[src/hw/rtl/rbnh_pkg.sv]
package rbnh_pkg;

    localparam int COORD_W           = 32;
    localparam int INDEX_W           = 6;
    localparam int COUNT_W           = 7;
    localparam int MAX_BOXES_DEF     = 64;
    localparam int FRACTION_BITS_DEF = 16;

    typedef enum logic
    {
        OP_WRITE = 1'b0,
        OP_CAST  = 1'b1
    } op_t;

    typedef enum logic [2:0]
    {
        S_IDLE,
        S_LOAD,
        S_DIV,
        S_TEST,
        S_FINISH
    } state_t;

    typedef struct packed
    {
        op_t                        operation;
        logic [INDEX_W-1:0]         entry_index;
        logic signed [COORD_W-1:0]  box_min_x;
        logic signed [COORD_W-1:0]  box_min_y;
        logic signed [COORD_W-1:0]  box_max_x;
        logic signed [COORD_W-1:0]  box_max_y;
        logic signed [COORD_W-1:0]  origin_x;
        logic signed [COORD_W-1:0]  origin_y;
        logic signed [COORD_W-1:0]  dir_x;
        logic signed [COORD_W-1:0]  dir_y;
        logic signed [COORD_W-1:0]  max_distance;
    } req_t;

    typedef struct packed
    {
        logic                       hit;
        logic [INDEX_W-1:0]         hit_index;
        logic signed [COORD_W-1:0]  hit_distance;
    } rsp_t;

endpackage

[src/hw/rtl/rbnh_slab_div.sv]
module rbnh_slab_div #(
    parameter int FRAC_W = rbnh_pkg::FRACTION_BITS_DEF
) (
    input  logic                                clk,
    input  logic                                rst_n,
    input  logic                                start,
    input  logic signed [rbnh_pkg::COORD_W-1:0] corner,
    input  logic signed [rbnh_pkg::COORD_W-1:0] origin,
    input  logic signed [rbnh_pkg::COORD_W-1:0] dir,
    output logic                                done,
    output logic signed [rbnh_pkg::COORD_W-1:0] t
);
    import rbnh_pkg::*;

    localparam int DW = COORD_W + 1 + FRAC_W;
    localparam int CW = $clog2(DW + 1);

    logic                    busy_reg;
    logic                    done_reg;
    logic [CW-1:0]           cnt_reg;
    logic [DW-1:0]           q_reg;
    logic [COORD_W-1:0]      rem_reg;
    logic [COORD_W-1:0]      den_reg;
    logic                    neg_reg;

    logic signed [COORD_W:0] diff;
    logic [COORD_W:0]        mag;
    logic [COORD_W:0]        rem_sh;
    logic                    ge;
    logic                    pos_ovf;
    logic                    neg_ovf;

    assign diff   = {corner[COORD_W-1], corner} - {origin[COORD_W-1], origin};
    assign mag    = diff[COORD_W] ? (COORD_W+1)'(-diff) : (COORD_W+1)'(diff);
    assign rem_sh = {rem_reg, q_reg[DW-1]};
    assign ge     = rem_sh >= {1'b0, den_reg};

    always_ff @(posedge clk or negedge rst_n)
    begin
        if (!rst_n)
        begin
            busy_reg <= 1'b0;
            done_reg <= 1'b0;
            cnt_reg  <= '0;
        end
        else
        begin
            done_reg <= 1'b0;
            if (start)
            begin
                busy_reg <= 1'b1;
                cnt_reg  <= '0;
            end
            else if (busy_reg)
            begin
                cnt_reg <= cnt_reg + 1'b1;
                if (cnt_reg == CW'(DW - 1))
                begin
                    busy_reg <= 1'b0;
                    done_reg <= 1'b1;
                end
            end
        end
    end

    // restoring division on magnitudes, one quotient bit a cycle
    always_ff @(posedge clk)
    begin
        if (start)
        begin
            q_reg   <= {mag, {FRAC_W{1'b0}}};
            rem_reg <= '0;
            den_reg <= dir[COORD_W-1] ? COORD_W'(-dir) : COORD_W'(dir);
            neg_reg <= diff[COORD_W] ^ dir[COORD_W-1];
        end
        else if (busy_reg)
        begin
            rem_reg <= ge ? COORD_W'(rem_sh - {1'b0, den_reg}) : rem_sh[COORD_W-1:0];
            q_reg   <= {q_reg[DW-2:0], ge};
        end
    end

    // saturate to the signed 32-bit range
    assign pos_ovf = |q_reg[DW-1:COORD_W-1];
    assign neg_ovf = (|q_reg[DW-1:COORD_W])
                     || (q_reg[COORD_W-1] && (|q_reg[COORD_W-2:0]));

    always_comb
    begin
        if (neg_reg)
            t = neg_ovf ? {1'b1, {(COORD_W-1){1'b0}}} : -$signed(q_reg[COORD_W-1:0]);
        else
            t = pos_ovf ? {1'b0, {(COORD_W-1){1'b1}}} : $signed(q_reg[COORD_W-1:0]);
    end

    assign done = done_reg;

endmodule

[config.mk]
export PLATFORM = sky130hd
export DESIGN_NAME = rbnh_slab_div
export DESIGN_NICKNAME = d
export VERILOG_FILES = /design/src/hw/rtl/rbnh_pkg.sv /design/src/hw/rtl/rbnh_slab_div.sv
export SDC_FILE = /design/constraint.sdc
export NUM_CORES = 1
export LEC_CHECK = 0
export BUFFER_PORTS_ARGS = -buffer_cell sky130_fd_sc_hd__buf_2
export CORE_UTILIZATION = 60
export CTS_CLUSTER_SIZE = 28
export DETAILED_ROUTE_END_ITERATION = 10
export PLACE_DENSITY_LB_ADDON = 0.05
export SKIP_CTS_REPAIR_TIMING = 1
export SLEW_MARGIN = 5
export SYNTH_ARGS = -nofsm -noshare
export SYNTH_HDL_FRONTEND = slang
export SYNTH_SLANG_ARGS = --single-unit
export TNS_END_PERCENT = 30
[constraint.sdc]
create_clock -name clk -period 3.7 [get_ports clk]
set_clock_uncertainty 0.05 [all_clocks]
set_input_delay 0.185 -clock clk [delete_from_list [all_inputs] [get_ports clk]]
set_output_delay 0.185 -clock clk [all_outputs]
set_load 0.05 [all_outputs]
==> impl_results.rst <==
.. list-table::
   :header-rows: 1

   * - Metric
     - Value
   * - Final setup fails
     - 30
   * - Required time at the endpoint of the critical path
     - 3.46 ns
   * - Antenna violations before repair
     - 1
   * - CTS clock-pin slew for the worst setup and hold paths
     - ~0.06 ns
   * - Combinational family with the most area after synthesis
     - compound AO/OA/AOI/OAI gates
   * - Logic pwr share
     - 48.7%
   * - Number of enable-type register cells in the synthesized netlist
     - 66
   * - Detailed Place HPWL
     - roughly 22,000 µm
   * - Top cell family by delay on the critical path
     - simple AND/OR/NAND/NOR gates
   * - Post-route cell area
     - 0.0139 mm²
   * - Initial core utilization
     - 61.2%
   * - Largest net degree at the start of global routing
     - between 40 and 50
   * - Total of max-cap violations
     - 0
   * - Power density normalized to cell area
     - 526 mW/mm²
   * - Wire length per cell after detailed routing
     - roughly 17 µm
   * - Worst min-delay path category
     - input pin to flop
   * - Nets in the synthesized netlist
     - 1,541
   * - Clock buffers created by TritonCTS
     - 17
   * - Clock tree root buffer cell
     - clkbuf_16
   * - Die W
     - 137 µm
   * - Met1 demand-to-capacity share in global routing
     - 44.4%
   * - GR Overflow Total
     - 0
   * - Design internal power
     - 4.27 mW
   * - Time the final worst path needs with I/O delays and setup
     - between 4 and 5 ns
   * - Number of distinct standard cells referenced by the synthesized netlist
     - 80
   * - Core ar.
     - around 0.018 mm²
   * - # diodes
     - 0
   * - Switching part of the total power
     - 41.5%
   * - Share of layout cells above drive strength 1
     - 22.3%
   * - Total global-route track usage
     - 30.9%
   * - Worst ir drop on vdd
     - 0.490 mV
   * - Utilization after layout
     - between 70 and 80%
   * - Number of primary I/O pins
     - ~130
   * - Cell with the largest stage delay on the worst path
     - or4_4
   * - Largest fanout of any net on the critical path
     - 3
   * - RSZ-0062 raised after global routing
     - yes
   * - Vertical extent of the die
     - around 140 µm
   * - Wire length of the first global-routing pass
     - 46,400 µm
   * - Compound-gate portion of the synthesized area
     - 23.7%
   * - Switching component of the power
     - roughly 3 mW
   * - Share of the synthesized netlist area taken by xor and xnor gates
     - 8.61%
   * - Post-route total power
     - 7.29 mW
   * - Met3 layer usage reported by global route
     - 5.04%
   * - Most congested layer reported by global routing
     - met2
   * - Final cell count without fillers
     - 1,809
   * - Setup CP Type
     - flop to output port
   * - Global Route met2 Usage
     - 48.0%
   * - Longest Clk Path Bufs
     - 2
   * - Mux cell area share after synthesis
     - 4.10%
   * - Worst-Skew Late Latency
     - about 0.42 ns
   * - Vias in the first global route
     - slightly below 10k
   * - Ys async rst share
     - 6.56%
   * - Std-Cell Rows
     - 49
   * - Final Slew Violations
     - 0
   * - Fraction of the cycle the final worst path needs
     - 113%
   * - Post-synth top flop
     - edfxtp_1
   * - Detailed-routing iteration count for the pre-antenna-repair pass
     - 6
   * - Worst endpoint data arrival time
     - 3.94 ns
   * - Drt first-iter violations
     - 877
   * - Count of input and output buffers
     - 131
   * - Layout overhead on the synthesized area
     - 26.3%
   * - Per-cell via count in the routed design
     - 6.17
   * - TritonCTS clock tree
     - built
   * - Crit path capture type
     - output port
   * - Transition at the pin with the smallest max-transition slack
     - 0.943 ns
   * - Netlist area before placement
     - 0.0110 mm²
   * - Yosys warnings
     - 0
   * - Fraction of power consumed by sequential logic
     - 27.7%
   * - Number of flip-flops under the largest register name
     - 49
   * - GPL Wtd Cong
     - 0.941
   * - Violations in the final reports
     - negative setup slack
   * - Startpoint kind of the worst setup timing path
     - flop
   * - Residual DRC
     - 0
   * - Overall die area
     - 0.0189 mm²
   * - Proportion of synthesized chip area in sequential cells
     - between 20% and 30%
   * - Final-stage net count
     - roughly 1.7k
   * - Slowest Stage Delay on Critical Path
     - 0.54 ns
   * - PnR worst setup slack
     - -0.479 ns
   * - Antenna Nets Post-Route
     - 0
   * - List of cells traversed by the critical path
     - or4_4, or4_4, nor4_4, nand3_2, or3_4, or3_4, or3_4, nor3_2, xor2_1, a31oi_2, buf_6
   * - Synthesized instance count
     - between 1k and 1.5k
   * - CP most frequent cell
     - or3_4
   * - Status
     - finished with violations
   * - Clock Sink Count
     - 122
   * - Achievable frequency
     - 0.239 GHz
   * - Total via count after detailed routing
     - 11.2k
   * - Post-synthesis simple-gate area fraction
     - 21.3%
   * - Leakage power of the design
     - 6.10 nW
   * - Average cell area after synthesis
     - 8.01 µm²
   * - Portion of total power attributed to the clock network
     - 23.6%
   * - Number of hold violations in the final report
     - 0
   * - Hold WS
     - 0.0217 ns
   * - Total placed instance area
     - 0.0127 mm²
   * - Adder and majority gate portion of the synthesized area
     - 8.22%
   * - Htree depth
     - 4
   * - Total of flip-flops plus latches after synthesis
     - 122
   * - Slew HR
     - between 30% and 40%
   * - Final-layout fill cell count
     - 1,293
   * - Placed cell count
     - 1,765
   * - Final routed wirelength across all metal layers
     - about 31,000 µm
   * - Worst path bufs/invs
     - 1
[cells by family after synthesis]
kind of cell,after synthesis
flops,122
compound gates,395
simple gates,472
fa+ha+maj,71
buf+inv,158
mux,45
xor+xnor,108
[power groups by stage]
stage	clock network [mW]	registers (mW)	logic, mW
3_3_place_gp	0	2.00	3.16
3_5_place_dp	0	2.01	3.23
4_1_cts	1.73	1.99	3.26
2_1_floorplan	0	1.93	2.41
6_report	1.72	2.02	3.55
5_1_grt	1.79	2.05	3.87
[cell type report]
cell class / count / area, µm² / share of cell area (%)
multi-input cells: 1091 / 7740 / 55.8
well taps: 229 / 287 / 2.07
inverters: 96 / 360 / 2.60
flip-flops and latches: 122 / 3150 / 22.7
clock buffers: 17 / 425 / 3.07
repair buffers: 239 / 1740 / 12.5
clock inverters: 15 / 181 / 1.31
[final timing paths]
path | startpoint | end | slack (ns) | depth (start not counted)
worst max-delay path | q_reg[8]$_SDFFE_PP0P_ | t[31] | -0.48 | 11
worst min-delay path | dir[15] | den_reg[15]$_DFFE_PP_ | 0.02 | 2
worst max register to register | den_reg[1]$_DFFE_PP_ | rem_reg[22]$_SDFFE_PP0P_ | 0.48 | 13
worst min register to register | rem_reg[22]$_SDFFE_PP0P_ | rem_reg[22]$_SDFFE_PP0P_ | 0.45 | 2
max in group asynchronous | rst_n | busy_reg$_DFF_PN0_ | 3.31 | 2
min in group asynchronous | rst_n | cnt_reg[4]$_DFFE_PN0P_ | 0.11 | 2
[layer usage]
metal  wire, µm  vias up
met5         15        -
met4        774        2
met3       2060       77
met2      14100      494
met1      14500     5159
li1           -     5426
[layout by cell type, fill, tap and decap left out, types with 16 or more instances in the layout]
cell	count
nand2_1	140
a21oi_1	74
nand3_1	26
nor3_1	32
clkbuf_16	18
mux2i_1	45
a21o_1	32
buf_2	100
o21ai_0	100
edfxtp_1	66
ha_1	68
a211oi_1	27
xor2_1	47
nor2_1	111
xnor2_1	61
nand4_1	17
buf_4	96
or3_1	16
o31ai_1	24
inv_1	93
dfxtp_1	47
buf_6	36
[stage by stage]
| step | setup TNS, ns | worst slack [ns] |
|---|---|---|
| floorplan | -1.31 | -0.130 |
| global placement | -0.0558 | -0.0399 |
| detailed placement | -1.39 | -0.147 |
| CTS | -14.60 | -0.615 |
| global route | -13.06 | -0.677 |
| finish | -8.42 | -0.479 |
[worst register-to-register path, cell delays in order, from the launching register on]
cell and delay, ns:
edfxtp_1 0.44, inv_1 0.07, ha_1 0.29, nor2b_1 0.18, o21bai_1 0.11, a21oi_1 0.23, o211ai_1 0.13, nand4_1 0.24
a21boi_0 0.14, buf_4 0.17, o211ai_1 0.27, buf_4 0.35, mux2i_1 0.31, o21ai_0 0.11
[Yosys cell counts (4+ instances only)]
cell type,count,area share [%]
nand2_1,146,5.0
o21ai_0,115,5.2
nor2_1,111,3.8
inv_1,95,3.2
a21oi_1,75,3.4
ha_1,69,7.9
edfxtp_1,66,18
xnor2_1,61,4.9
clkbuf_1,52,1.8
dfxtp_1,48,8.7
xor2_1,47,3.7
mux2i_1,45,4.1
nor3_1,36,1.6
a21o_1,32,2.2
nand3_1,29,1.3
a211oi_1,27,1.8
o31ai_1,24,1.6
nand4_1,17,0.97
or3_1,17,0.97
o311ai_0,16,1.3
or4_1,16,1.1
nand2b_1,14,0.80
and3_1,13,0.74
nor4_1,13,0.74
o211ai_1,13,0.89
a31oi_1,12,0.68
nor2b_1,11,0.63
o21a_1,10,0.68
and2_1,9,0.51
or2_2,9,0.51
dfrtp_1,8,1.8
o21bai_1,8,0.55
o311ai_1,6,0.48
o41ai_1,6,0.48
buf_2,5,0.23
nand3b_1,5,0.34
nor3b_1,5,0.34
a22o_1,4,0.32
a31o_2,4,0.32
buf_1,4,0.14
nand4b_1,4,0.32
o2111ai_1,4,0.32
Note: power is estimated with default switching activity, not from simulation.
